<file path="src/rtl/core/ihex_pkg.sv">
// ----------------------------------------------------------------------------
// ihex_pkg
// Types and constants shared by the Intel HEX record parser.
// ----------------------------------------------------------------------------
package ihex_pkg;

	typedef enum logic [2:0] {
		PH_IDLE  = 3'd0,
		PH_COUNT = 3'd1,
		PH_ADDR  = 3'd2,
		PH_TYPE  = 3'd3,
		PH_DATA  = 3'd4,
		PH_CSUM  = 3'd5
	} phase_t;

	typedef enum logic [2:0] {
		K_DATA     = 3'd0,
		K_OK       = 3'd1,
		K_BADSUM   = 3'd2,
		K_BADUPPER = 3'd3,
		K_EOF      = 3'd4
	} kind_t;

	localparam logic [7:0] RT_DATA  = 8'h00;
	localparam logic [7:0] RT_EOF   = 8'h01;
	localparam logic [7:0] RT_UPPER = 8'h04;

	localparam logic [7:0] CHAR_COLON = 8'h3A;
	localparam logic [7:0] CHAR_LF    = 8'h0A;

	// classified character, front to back
	typedef struct packed {
		logic       new_file;
		logic       colon;
		logic       newline;
		logic [3:0] nib;
	} tok_t;

	function automatic logic [3:0] hex_nibble(input logic [7:0] c);
		logic [3:0] v;
		v = 4'd0;
		if (c inside {[8'h30:8'h39]}) begin
			v = c[3:0];
		end else if (c inside {[8'h41:8'h46], [8'h61:8'h66]}) begin
			v = 4'(c[3:0] + 4'd9);
		end
		return v;
	endfunction

endpackage

</file>
<file path="src/rtl/core/ihex_if.sv">
// ----------------------------------------------------------------------------
// ihex_if
// Valid/ready channels: text characters in, parse results out.
// ----------------------------------------------------------------------------
interface ihex_in_if;
	logic       valid;
	logic       ready;
	logic       opcode;
	logic [7:0] char_in;

	modport source (output valid, opcode, char_in, input ready);
	modport sink   (input valid, opcode, char_in, output ready);
endinterface

interface ihex_out_if;
	logic        valid;
	logic        ready;
	logic [2:0]  kind;
	logic        region;
	logic [15:0] address;
	logic [7:0]  data_byte;
	logic [7:0]  record_type;
	logic [7:0]  byte_count;

	modport source (output valid, kind, region, address, data_byte, record_type,
		byte_count, input ready);
	modport sink   (input valid, kind, region, address, data_byte, record_type,
		byte_count, output ready);
endinterface

</file>
<file path="src/rtl/core/intel_hex_record_parser.sv">
// ----------------------------------------------------------------------------
// intel_hex_record_parser
// Streaming Intel HEX record parser: characters in, data bytes and record
// verdicts out.
//
//   channel  dir  payload                                        handshake
//   text     in   opcode, char_in                                valid/ready
//   result   out  kind, region, address, data_byte,              valid/ready
//                 record_type, byte_count
//   cfg      in   cfg_wdata (first_file)                         cfg_we
//
// One character per cycle sustained unless stalled. A character enters the
// classifier queue (QUEUE_DEPTH entries) and is parsed once it leaves; a
// result is registered and appears the cycle after its character is parsed.
// The parser stalls only while an unread result sits in the output register;
// the queue then fills and text.ready drops. Reset clears all control state.
// ----------------------------------------------------------------------------
module intel_hex_record_parser
	import ihex_pkg::*;
#(
	parameter int QUEUE_DEPTH = 4
) (
	input  logic        clk,
	input  logic        arst_n,
	input  logic        cfg_we,
	input  logic        cfg_wdata,
	ihex_in_if.sink     text,
	ihex_out_if.source  result
);

	tok_t tok;
	logic tok_valid;
	logic tok_ready;
	logic first_file_q;

	always_ff @(posedge clk or negedge arst_n) begin
		if (!arst_n) begin
			first_file_q <= 1'b1;
		end else if (cfg_we) begin
			first_file_q <= cfg_wdata;
		end
	end

	ihex_front #(
		.QUEUE_DEPTH (QUEUE_DEPTH)
	) u_front (
		.clk       (clk),
		.arst_n    (arst_n),
		.text      (text),
		.tok       (tok),
		.tok_valid (tok_valid),
		.tok_ready (tok_ready)
	);

	ihex_back u_back (
		.clk        (clk),
		.arst_n     (arst_n),
		.first_file (first_file_q),
		.tok        (tok),
		.tok_valid  (tok_valid),
		.tok_ready  (tok_ready),
		.result     (result)
	);

endmodule

</file>
<file path="src/rtl/core/ihex_front.sv">
// ----------------------------------------------------------------------------
// ihex_front
// Classifies incoming characters and queues them for the parser.
// ----------------------------------------------------------------------------
module ihex_front
	import ihex_pkg::*;
#(
	parameter int QUEUE_DEPTH = 4
) (
	input  logic   clk,
	input  logic   arst_n,
	ihex_in_if.sink text,
	output tok_t   tok,
	output logic   tok_valid,
	input  logic   tok_ready
);

	localparam int PTR_W = (QUEUE_DEPTH > 1) ? $clog2(QUEUE_DEPTH) : 1;
	localparam int CNT_W = $clog2(QUEUE_DEPTH + 1);
	localparam logic [PTR_W-1:0] PTR_LAST = PTR_W'(QUEUE_DEPTH - 1);
	localparam logic [CNT_W-1:0] CNT_FULL = CNT_W'(QUEUE_DEPTH);

	tok_t             queue_q [QUEUE_DEPTH];
	logic [PTR_W-1:0] wr_ptr_q;
	logic [PTR_W-1:0] rd_ptr_q;
	logic [CNT_W-1:0] count_q;
	tok_t             tok_in;
	logic             push;
	logic             pop;

	assign tok_in.new_file = text.opcode;
	assign tok_in.colon    = (text.char_in == CHAR_COLON);
	assign tok_in.newline  = (text.char_in == CHAR_LF);
	assign tok_in.nib      = hex_nibble(text.char_in);

	assign text.ready = (count_q != CNT_FULL);
	assign push       = text.valid && text.ready;
	assign tok_valid  = (count_q != '0);
	assign pop        = tok_valid && tok_ready;
	assign tok        = queue_q[rd_ptr_q];

	always_ff @(posedge clk) begin
		if (push) begin
			queue_q[wr_ptr_q] <= tok_in;
		end
	end

	always_ff @(posedge clk or negedge arst_n) begin
		if (!arst_n) begin
			wr_ptr_q <= '0;
			rd_ptr_q <= '0;
			count_q  <= '0;
		end else begin
			if (push) begin
				wr_ptr_q <= (wr_ptr_q == PTR_LAST) ? '0 : PTR_W'(wr_ptr_q + 1'b1);
			end
			if (pop) begin
				rd_ptr_q <= (rd_ptr_q == PTR_LAST) ? '0 : PTR_W'(rd_ptr_q + 1'b1);
			end
			if (push && !pop) begin
				count_q <= CNT_W'(count_q + 1'b1);
			end else if (pop && !push) begin
				count_q <= CNT_W'(count_q - 1'b1);
			end
		end
	end

endmodule

</file>
<file path="src/rtl/core/ihex_back.sv">
// ----------------------------------------------------------------------------
// ihex_back
// Record parser: field collection, checksum, region tracking, result register.
// ----------------------------------------------------------------------------
module ihex_back
	import ihex_pkg::*;
(
	input  logic        clk,
	input  logic        arst_n,
	input  logic        first_file,
	input  tok_t        tok,
	input  logic        tok_valid,
	output logic        tok_ready,
	ihex_out_if.source  result
);

	phase_t      phase_q, phase_d;
	logic        nib_high_q, nib_high_d;
	logic [3:0]  hi_nib_q, hi_nib_d;
	logic [7:0]  field_pos_q, field_pos_d;
	logic [7:0]  sum_q, sum_d;
	logic [7:0]  rec_count_q, rec_count_d;
	logic [15:0] rec_address_q, rec_address_d;
	logic [7:0]  rec_type_q, rec_type_d;
	logic [15:0] pending_q, pending_d;
	logic        region_q, region_d;
	logic        file_done_q, file_done_d;

	logic        out_valid_q;
	kind_t       kind_q;
	logic        region_out_q;
	logic [15:0] address_q;
	logic [7:0]  data_q;
	logic [7:0]  rtype_q;
	logic [7:0]  bcount_q;

	logic        pop;
	logic        take;
	logic [7:0]  b;
	logic [7:0]  sum_b;
	logic [7:0]  pos_next;
	logic        emit;
	kind_t       emit_kind;
	logic [15:0] emit_addr;
	logic [7:0]  emit_data;

	assign tok_ready = !out_valid_q || result.ready;
	assign pop       = tok_valid && tok_ready;
	// second nibble of a byte inside a live record
	assign take      = pop && !tok.new_file && !file_done_q && (phase_q != PH_IDLE)
		&& !tok.newline && nib_high_q;
	assign b         = {hi_nib_q, tok.nib};
	assign sum_b     = 8'(sum_q + b);
	assign pos_next  = 8'(field_pos_q + 1'b1);

	// next parse phase
	always_comb begin
		phase_d = phase_q;
		if (pop) begin
			if (tok.new_file) begin
				phase_d = PH_IDLE;
			end else if (!file_done_q) begin
				if (phase_q == PH_IDLE) begin
					if (tok.colon) begin
						phase_d = PH_COUNT;
					end
				end else if (tok.newline) begin
					phase_d = PH_IDLE;
				end else if (nib_high_q) begin
					case (phase_q)
						PH_COUNT: phase_d = PH_ADDR;
						PH_ADDR:  phase_d = (field_pos_q != 8'd0) ? PH_TYPE : PH_ADDR;
						PH_TYPE:  phase_d = (rec_count_q != 8'd0) ? PH_DATA : PH_CSUM;
						PH_DATA:  phase_d = (pos_next >= rec_count_q) ? PH_CSUM : PH_DATA;
						default:  phase_d = PH_IDLE;
					endcase
				end
			end
		end
	end

	// record fields and results
	always_comb begin
		nib_high_d    = nib_high_q;
		hi_nib_d      = hi_nib_q;
		field_pos_d   = field_pos_q;
		sum_d         = sum_q;
		rec_count_d   = rec_count_q;
		rec_address_d = rec_address_q;
		rec_type_d    = rec_type_q;
		pending_d     = pending_q;
		region_d      = region_q;
		file_done_d   = file_done_q;
		emit          = 1'b0;
		emit_kind     = K_OK;
		emit_addr     = rec_address_q;
		emit_data     = 8'd0;

		if (pop && (tok.new_file || (!file_done_q && phase_q == PH_IDLE && tok.colon))) begin
			nib_high_d    = 1'b0;
			hi_nib_d      = 4'd0;
			field_pos_d   = 8'd0;
			sum_d         = 8'd0;
			rec_count_d   = 8'd0;
			rec_address_d = 16'd0;
			rec_type_d    = 8'd0;
			pending_d     = 16'd0;
			if (tok.new_file) begin
				region_d    = 1'b0;
				file_done_d = 1'b0;
			end
		end else if (pop && !file_done_q && phase_q != PH_IDLE) begin
			if (tok.newline) begin
				emit      = 1'b1;
				emit_kind = K_BADSUM;
			end else if (!nib_high_q) begin
				hi_nib_d   = tok.nib;
				nib_high_d = 1'b1;
			end
		end

		if (take) begin
			nib_high_d = 1'b0;
			case (phase_q)
				PH_COUNT: begin
					rec_count_d = b;
					sum_d       = sum_b;
					field_pos_d = 8'd0;
				end
				PH_ADDR: begin
					rec_address_d = {rec_address_q[7:0], b};
					sum_d         = sum_b;
					field_pos_d   = (field_pos_q != 8'd0) ? 8'd0 : pos_next;
				end
				PH_TYPE: begin
					rec_type_d  = b;
					sum_d       = sum_b;
					field_pos_d = 8'd0;
				end
				PH_DATA: begin
					sum_d       = sum_b;
					field_pos_d = pos_next;
					if (field_pos_q == 8'd0) begin
						pending_d = {b, 8'd0};
					end else if (field_pos_q == 8'd1) begin
						pending_d = {pending_q[15:8], b};
					end
					if (rec_type_q == RT_DATA && (first_file || !region_q)) begin
						emit      = 1'b1;
						emit_kind = K_DATA;
						emit_addr = 16'(rec_address_q + {8'd0, field_pos_q});
						emit_data = b;
					end
				end
				PH_CSUM: begin
					emit = 1'b1;
					if (sum_b != 8'd0) begin
						emit_kind = K_BADSUM;
					end else if (rec_type_q == RT_UPPER) begin
						if (pending_q[15:1] != 15'd0) begin
							emit_kind = K_BADUPPER;
						end else begin
							region_d  = pending_q[0];
							emit_kind = K_OK;
						end
					end else if (rec_type_q == RT_EOF) begin
						file_done_d = 1'b1;
						emit_kind   = K_EOF;
					end else begin
						emit_kind = K_OK;
					end
				end
				default: begin
					emit = 1'b0;
				end
			endcase
		end
	end

	always_ff @(posedge clk or negedge arst_n) begin
		if (!arst_n) begin
			phase_q       <= PH_IDLE;
			nib_high_q    <= 1'b0;
			hi_nib_q      <= 4'd0;
			field_pos_q   <= 8'd0;
			sum_q         <= 8'd0;
			rec_count_q   <= 8'd0;
			rec_address_q <= 16'd0;
			rec_type_q    <= 8'd0;
			pending_q     <= 16'd0;
			region_q      <= 1'b0;
			file_done_q   <= 1'b0;
			out_valid_q   <= 1'b0;
		end else begin
			phase_q       <= phase_d;
			nib_high_q    <= nib_high_d;
			hi_nib_q      <= hi_nib_d;
			field_pos_q   <= field_pos_d;
			sum_q         <= sum_d;
			rec_count_q   <= rec_count_d;
			rec_address_q <= rec_address_d;
			rec_type_q    <= rec_type_d;
			pending_q     <= pending_d;
			region_q      <= region_d;
			file_done_q   <= file_done_d;
			if (pop) begin
				out_valid_q <= emit;
			end else if (result.ready) begin
				out_valid_q <= 1'b0;
			end
		end
	end

	always_ff @(posedge clk) begin
		if (pop && emit) begin
			kind_q       <= emit_kind;
			region_out_q <= region_d;
			address_q    <= emit_addr;
			data_q       <= emit_data;
			rtype_q      <= rec_type_d;
			bcount_q     <= rec_count_d;
		end
	end

	assign result.valid       = out_valid_q;
	assign result.kind        = kind_q;
	assign result.region      = region_out_q;
	assign result.address     = address_q;
	assign result.data_byte   = data_q;
	assign result.record_type = rtype_q;
	assign result.byte_count  = bcount_q;

endmodule

</file>
<file path="src/flat_wrapper.sv">
// flat-port wrapper written by rule: the top's interface ports become plain ports
module intel_hex_record_parser_flat import ihex_pkg::*;
#(
	parameter int QUEUE_DEPTH = 4
)
  (clk, arst_n, cfg_we, cfg_wdata, text_valid, text_opcode, text_char_in, text_ready, result_valid, result_kind, result_region, result_address, result_data_byte, result_record_type, result_byte_count, result_ready);
  ihex_in_if text_i ();
  ihex_out_if result_i ();
  input  logic clk;
  input  logic arst_n;
  input  logic cfg_we;
  input  logic cfg_wdata;
  input wire logic [$bits(text_i.valid)-1:0] text_valid;
  input wire logic [$bits(text_i.opcode)-1:0] text_opcode;
  input wire logic [$bits(text_i.char_in)-1:0] text_char_in;
  output wire logic [$bits(text_i.ready)-1:0] text_ready;
  output wire logic [$bits(result_i.valid)-1:0] result_valid;
  output wire logic [$bits(result_i.kind)-1:0] result_kind;
  output wire logic [$bits(result_i.region)-1:0] result_region;
  output wire logic [$bits(result_i.address)-1:0] result_address;
  output wire logic [$bits(result_i.data_byte)-1:0] result_data_byte;
  output wire logic [$bits(result_i.record_type)-1:0] result_record_type;
  output wire logic [$bits(result_i.byte_count)-1:0] result_byte_count;
  input wire logic [$bits(result_i.ready)-1:0] result_ready;
  assign text_i.valid = text_valid;
  assign text_i.opcode = text_opcode;
  assign text_i.char_in = text_char_in;
  assign text_ready = text_i.ready;
  assign result_valid = result_i.valid;
  assign result_kind = result_i.kind;
  assign result_region = result_i.region;
  assign result_address = result_i.address;
  assign result_data_byte = result_i.data_byte;
  assign result_record_type = result_i.record_type;
  assign result_byte_count = result_i.byte_count;
  assign result_i.ready = result_ready;
  intel_hex_record_parser #(.QUEUE_DEPTH(QUEUE_DEPTH)) u_core (.clk(clk), .arst_n(arst_n), .cfg_we(cfg_we), .cfg_wdata(cfg_wdata), .text(text_i), .result(result_i));
endmodule
</file>
<file path="config.mk">
export PLATFORM = sky130hd
export DESIGN_NAME = intel_hex_record_parser_flat
export DESIGN_NICKNAME = d
export VERILOG_FILES = /design/src/rtl/core/ihex_pkg.sv /design/src/rtl/core/ihex_if.sv /design/src/rtl/core/intel_hex_record_parser.sv /design/src/rtl/core/ihex_front.sv /design/src/rtl/core/ihex_back.sv /design/src/flat_wrapper.sv
export SDC_FILE = /design/constraint.sdc
export NUM_CORES = 1
export LEC_CHECK = 0
export BUFFER_PORTS_ARGS = -buffer_cell sky130_fd_sc_hd__buf_2
export CAP_MARGIN = 20
export CORE_MARGIN = 2
export CORE_UTILIZATION = 55
export CTS_CLUSTER_SIZE = 16
export DETAILED_ROUTE_END_ITERATION = 8
export PLACE_DENSITY = 0.7
export SETUP_SLACK_MARGIN = 0.2
export SLEW_MARGIN = 10
export SYNTH_ARGS = -nofsm -noshare
export SYNTH_HDL_FRONTEND = slang
export SYNTH_HIERARCHICAL = 1
export SYNTH_SLANG_ARGS = --single-unit
export TNS_END_PERCENT = 5
</file>
<file path="constraint.sdc">
create_clock -name clk -period 5.9 [get_ports clk]
set_input_delay 1.18 -clock clk [delete_from_list [all_inputs] [get_ports clk]]
set_output_delay 1.18 -clock clk [all_outputs]
set_load 0.005 [all_outputs]
</file>
; ---- After elaboration in Yosys (flattened, before gate mapping)
; Memory sizes are Yosys's and may differ from the RTL's.
; Cells that the tools add are included.
[totals]
memories = 1
ff_bits = 127
elab_cells = 191
input_bits = 15
mem_bits_rw = 28
out_inout_bits = 46
[classes]
eq_ne = 19
magnitude_cmp = 7
add_sub_neg = 8
muxes = 82
reduce_logical = 51
[mem_list]
columns = memory, words, width, read_ports, rd_ports_with_merged_regs, write_ports, line_no
row1 = u_core.u_front.queue_q, 4, 7, 1, 0, 1, ihex_front.sv:23  ; tok_t queue_q [QUEUE_DEPTH];
[op_table]
columns = operator, count
row1 = 16-bit 2-to-1 mux, 11
row2 = 8-bit 2-to-1 mux, 12
row3 = 3-bit 2-to-1 mux, 13
row4 = 1-bit 2-to-1 mux, 30
row5 = 4-bit 2-to-1 mux, 6
row6 = 8-bit case mux with 3 select lines, 1
row7 = 8-bit nonzero test, 3
row8 = 1-bit logical AND, 19
row9 = 16-bit by 8-bit adder with 16-bit output, 1
row10 = "8-bit by 1-bit equality test with 1-bit output, second input constant", 2
row11 = "8-bit by 7-bit >= comparator with 1-bit output, second input constant", 2
row12 = "8-bit by 7-bit less-or-equal comparator with 1-bit output, second input constant", 2
row13 = 8-bit zero test, 2
row14 = 15-bit nonzero test, 1
row15 = 2-bit 2-to-1 mux, 6
row16 = 3-bit case mux with 4 select lines, 1
row17 = 3-bit nonzero test, 3
row18 = "8-bit by 1-bit adder with 8-bit output, second input constant", 1
row19 = 8-bit adder, 1
row20 = "8-bit by 3-bit equality test with 1-bit output, second input constant", 1
row21 = "8-bit by 4-bit equality test with 1-bit output, second input constant", 1
row22 = "8-bit by 6-bit equality test with 1-bit output, second input constant", 1
row23 = "8-bit by 6-bit >= comparator with 1-bit output, second input constant", 1
row24 = 8-bit >= comparator, 1
row25 = other kinds (27), 45

; ---- Longest topological paths before layout
[logic_depth]
ltp_word = 11
ltp_mapped = 11
mapped_depth_nobuf = 11

; ---- By module
; Netlist, hierarchy kept.
[modules_own_cells]
columns = mod, area_per_inst_um2, seq_area_each_um2, cells_each, n_inst
row1 = ihex_back, 5891.9, 3198.1, 537, 1
row2 = ihex_front, 1657.8, 1016.0, 99, 1
row3 = intel_hex_record_parser, 41.3, 26.3, 2, 1

; ---- Least setup slack after synthesis
; Ideal clock, no wire load.
[synth_timing]
kind = input to register
start = input port result_ready
end = register u_core.u_back.kind_q[0], in the netlist u_core/u_back/result.kind[0], data pin
path_slack_ns = 2.250
cell_stages = 6
setup_ns = 0.322
required_time_ns = 5.578
path_buffers = 1
t_arrival_ns = 3.327
cell_sequence = nand2b_1 > clkbuf_1 > nand3_1 > or3b_2 > nand2_1 > o21ai_0
[synth_via]
elab_chain_cells = 9
elab_cells_between_ends = 15
classes_between = mux: 5 / reduce/logical: 10
[synth_rtl]
columns = element, line_no
row1 = start: declaration, flat_wrapper.sv:24  ; input wire logic [$bits(result_i.ready)-1:0] result_ready;
row2 = 1-bit logical OR (*), ihex_back.sv:47  ; assign tok_ready = !out_valid_q || result.ready;
row3 = via u_core.tok_ready, intel_hex_record_parser.sv:33  ; logic tok_ready;
row4 = 1-bit logical AND (*), ihex_back.sv:48  ; assign pop = tok_valid && tok_ready;
row5 = 1-bit logical AND (2 in a row), ihex_back.sv:112  ; end else if (pop && !file_done_q && phase_q != PH_IDLE) begin
row6 = 2-bit 2-to-1 mux, ihex_back.sv:112
row7 = 2-bit 2-to-1 mux, ihex_back.sv:99  ; if (pop && (tok.new_file || (!file_done_q && phase_q == PH_IDLE && tok.colon))) begin
row8 = 3-bit 2-to-1 mux, ihex_back.sv:148  ; if (rec_type_q == RT_DATA && (first_file || !region_q)) begin
row9 = 3-bit case mux with 2 select lines, ihex_back.sv:124  ; case (phase_q)
row10 = 3-bit 2-to-1 mux (*), ihex_back.sv:122  ; if (take) begin
row11 = via u_core.u_back.emit_kind[0], ihex_back.sv:43  ; kind_t emit_kind;
row12 = end signal: assignment, ihex_back.sv:216  ; kind_q <= emit_kind;
row13 = end: declaration, ihex_back.sv:30  ; kind_t kind_q;
; Mark *: on every way through the listed nets, which the timed path passes. The rest lies on a longest branch.
; A chain may end at the register's enable or synchronous reset.

==> summary.txt <==
Final #Nets -> 757
Post-synthesis mux area share -> 0.0407
CTS tree -> built
Reg-to-Reg Start -> u_core/u_front/rd_ptr_q[0]$_DFFE_PN0P_
RePlAce Congestion -> 0.874
CP Max Fanout -> 17
Reg clk slew, reported paths -> 0.06 ns
Area grow syn2layout -> 14.9%
Post-CTS Resized -> 0
Post-Syn Nets -> 692
# setup viols final -> 0
Post-Syn Instances -> 638
Core area -> 0.0133 mm²
Compound-Gate Fraction of Synth Area -> 0.120
Hold/Removal Path Class -> flip-flop to flip-flop
Main synth FF type -> dfrtp_1
Final hold violation count -> 0
Top cell type's share of synthesized area -> 0.285
Fmax -> 0.263 GHz
Synth area leaders -> edfxtp_1 28%, dfrtp_1 27%, ha_1 5.9%, a22o_1 3.9%, nand2_1 2.9%
Status -> completed
Syn Area/Cell -> 11.9 µm²
Top sig layer -> met4
Count leader, synth -> dfrtp_1
CTS Hold Buffers Added -> 0
Final WL -> 16.8 mm
Via/cell ratio -> 5.95
Critical Path RT -> 6.20 ns
Wire per inst -> 18.9 µm
Layout cells sized above 1 -> 0.187
GRT Overall Usage -> 0.246
Overflow after GRT -> 0
Initial Utilization -> 0.569
Largest net degree at the start of global routing -> 84
Clock power share -> 0.307
Post-synthesis cell area -> 0.00759 mm²
Max Cap Viol -> 0
Leakage -> 3.76 nW
First-pass GRT wire length -> 27.4 mm
Clock Skews -> 0.00777 ns
Startpoint types -> flip-flop
Final critical-path required period -> 3.81 ns
Crit Path Category -> flip-flop to flip-flop
Metal1 wirelength -> 7.03 mm
R2R Setup Slk -> 2.09 ns
Post-synth cell types -> 68
Yosys warning total -> 6
Sum of negative setup slack -> 0 ns
Vias in the first global route -> 5317
DR pass1 iterations -> 5
Rel. slew slack -> 0.314
Clk Latency, worst-skew pair -> 0.42 ns
Die area -> 0.0148 mm²
Worst slew pin tran -> 1.02 ns
Comb power frac -> 0.289
DR WL met3 -> 870 µm
Critical Path AT -> 4.11 ns
Antenna diodes -> 0
Number of synthesized flops with an enable pin -> 72
Reg-to-Reg End -> u_core/u_back/rec_address_q[13]$_DFF_PN0_
Area leader, netlist -> edfxtp_1
Worst Setup SP -> u_core/u_front/rd_ptr_q[0]$_DFFE_PN0P_
Post-route DRC violation count -> 0
1st-iter DRT viols -> 422
Worst VDD drop -> 0.000271 V
H-tree levels -> 4
Seq/Total Area, Yosys -> 0.559
Initial antenna violation count -> 0
Adder-cell share of the synthesized area -> 0.0672
Synth Area in XOR/XNOR -> 0.0341
Slew Viols, Final -> 0
Clk sinks -> 155
Final HPWL DP -> 11.5 mm
Reg2Reg Depth -> 7
Main combinational cell family by area after synthesis -> simple AND/OR/NAND/NOR gates
Synth async-reset ratio -> 0.535
Yosys reg bits -> 155
Worst Setup EP -> u_core/u_back/rec_address_q[13]$_DFF_PN0_
Chip Width -> 121 µm
Sw Pwr -> 0.00121 W
Crit share post-route -> 0.645
Sw frac -> 0.337
Simple-gate share of the synthesized area -> 0.154
Setup bufs post-CTS -> 0
ANT nets after route -> 0
Crit. End Element -> flip-flop
Die height -> 121 µm
Vias post-DR -> 5308
Power Dens Cells -> 413 mW/mm²
Total CTS buffers -> 17
Commonest cells post-synth -> 82 x dfrtp_1, 72 x edfxtp_1, 59 x nand2_1
Internal power -> 0.00238 W
Met2 WL post-DR -> 8.56 mm
Flop pwr share -> 0.403
Root buffer cell -> clkbuf_16
I/O Buffers -> 60
Hold WS -> 0.509 ns
Rows -> 42
# IOs -> 61
RSZ-0062 raised after global routing -> false
Max clock buf depth -> 2
## layout by cell type (no fill, tap or decap), types with 30 or more instances in the layout
master,netlist,layout
dfrtp_1,82,82
edfxtp_1,72,72
buf_2,3,59
nand2_1,59,58
nor2_1,44,44
ha_1,36,36
a22o_1,34,34
o21ai_0,34,34
inv_1,30,30
## cell type report
type | instances | area [µm²]
Timing Repair Buffer | 66 | 380
Tap cell | 176 | 220
Multi-Input combinational cell | 433 | 3160
Sequential cell | 155 | 4240
Fill cell | 1023 | 4630
Clock buffer | 21 | 462
Clock inverter | 11 | 143
Inverter | 30 | 113
## worst max-delay path, cell delays in order, from the launching register on
cell and delay (ns):
dfrtp_1 0.67, mux4_2 0.66, nor3b_1 0.41, and3_1 0.29
nand2_1 0.10, nor3_2 0.78, nor2_1 0.47, a22o_1 0.30
## through the flow
| stage | instance area, µm² | cells | total power [W] | setup WS [ns] | util |
|---|---|---|---|---|---|
| global placement | 8060 | 857 | 0.00245 | 2.31 | 0.604 |
| detailed placement | 8060 | 857 | 0.00249 | 2.12 | 0.604 |
| global route | 8720 | 892 | 0.00381 | 1.73 | 0.653 |
| floorplan | 7590 | 638 | 0.00215 | 2.25 | - |
| finish | 8720 | 892 | 0.00360 | 2.09 | 0.653 |
| CTS | 8660 | 889 | 0.00361 | 2.11 | 0.649 |
## power groups by stage
| stage | sequential [W] | combinational, W | clock, W |
|---|---|---|---|
| floorplan | 0.00141 | 0.000745 | 0 |
| global placement | 0.00147 | 0.000979 | 0 |
| detailed placement | 0.00148 | 0.00101 | 0 |
| CTS | 0.00146 | 0.00102 | 0.00113 |
| global route | 0.00147 | 0.00116 | 0.00117 |
| finish | 0.00145 | 0.00104 | 0.00111 |
## layer usage
layer / global-route usage / vias to the layer above
li1: - / 2487
met1: 0.321 / 2627
met2: 0.403 / 166
met3: 0.0508 / 28
met4: 0.101 / 0
met5: 0 / -
## state kept, by name, indices dropped and copies added (netlist names), 2 cells and up
| register | count |
|---|---|
| u_core/u_back/phase_q | 3 |
| u_core/u_front/wr_ptr_q | 2 |
| u_core/u_back/pending_q | 16 |
| u_core/u_back/rec_count_q | 8 |
| u_core/u_back/result.record_type | 8 |
| u_core/u_back/sum_q | 8 |
| u_core/u_back/rec_address_q | 16 |
| u_core/u_front/rd_ptr_q | 2 |
| u_core/u_back/hi_nib_q | 4 |
| u_core/u_back/result.kind | 3 |
| u_core/u_back/result.address | 16 |
| u_core/u_back/result.byte_count | 8 |
| u_core/u_back/result.data_byte | 8 |
| u_core/u_back/rec_type_q | 8 |
| u_core/u_front/queue_q | 28 |
| u_core/u_front/count_q | 3 |
| u_core/u_back/field_pos_q | 8 |
## how the worst min path moves through the flow
stage,start,endpoint,slack (ns),cells after the start
floorplan,u_core/u_back/pending_q[11]$_DFFE_PN0P_,u_core/u_back/pending_q[11]$_DFFE_PN0P_,0.47,1
global placement,u_core/u_back/pending_q[11]$_DFFE_PN0P_,u_core/u_back/pending_q[11]$_DFFE_PN0P_,0.49,1
detailed placement,u_core/u_back/pending_q[11]$_DFFE_PN0P_,u_core/u_back/pending_q[11]$_DFFE_PN0P_,0.48,1
CTS,u_core/u_back/pending_q[11]$_DFFE_PN0P_,u_core/u_back/pending_q[11]$_DFFE_PN0P_,0.50,1
global route,u_core/u_back/pending_q[11]$_DFFE_PN0P_,u_core/u_back/pending_q[11]$_DFFE_PN0P_,0.51,1
finish,u_core/u_back/pending_q[11]$_DFFE_PN0P_,u_core/u_back/pending_q[11]$_DFFE_PN0P_,0.51,1
## cells by family after synthesis
family	Yosys count
simple gates	217
flops	155
compound gates	129
buf+inv	50
fa+ha+maj	39
xor+xnor	28
mux	20
No activity file was read; power rests on OpenSTA's default activity.
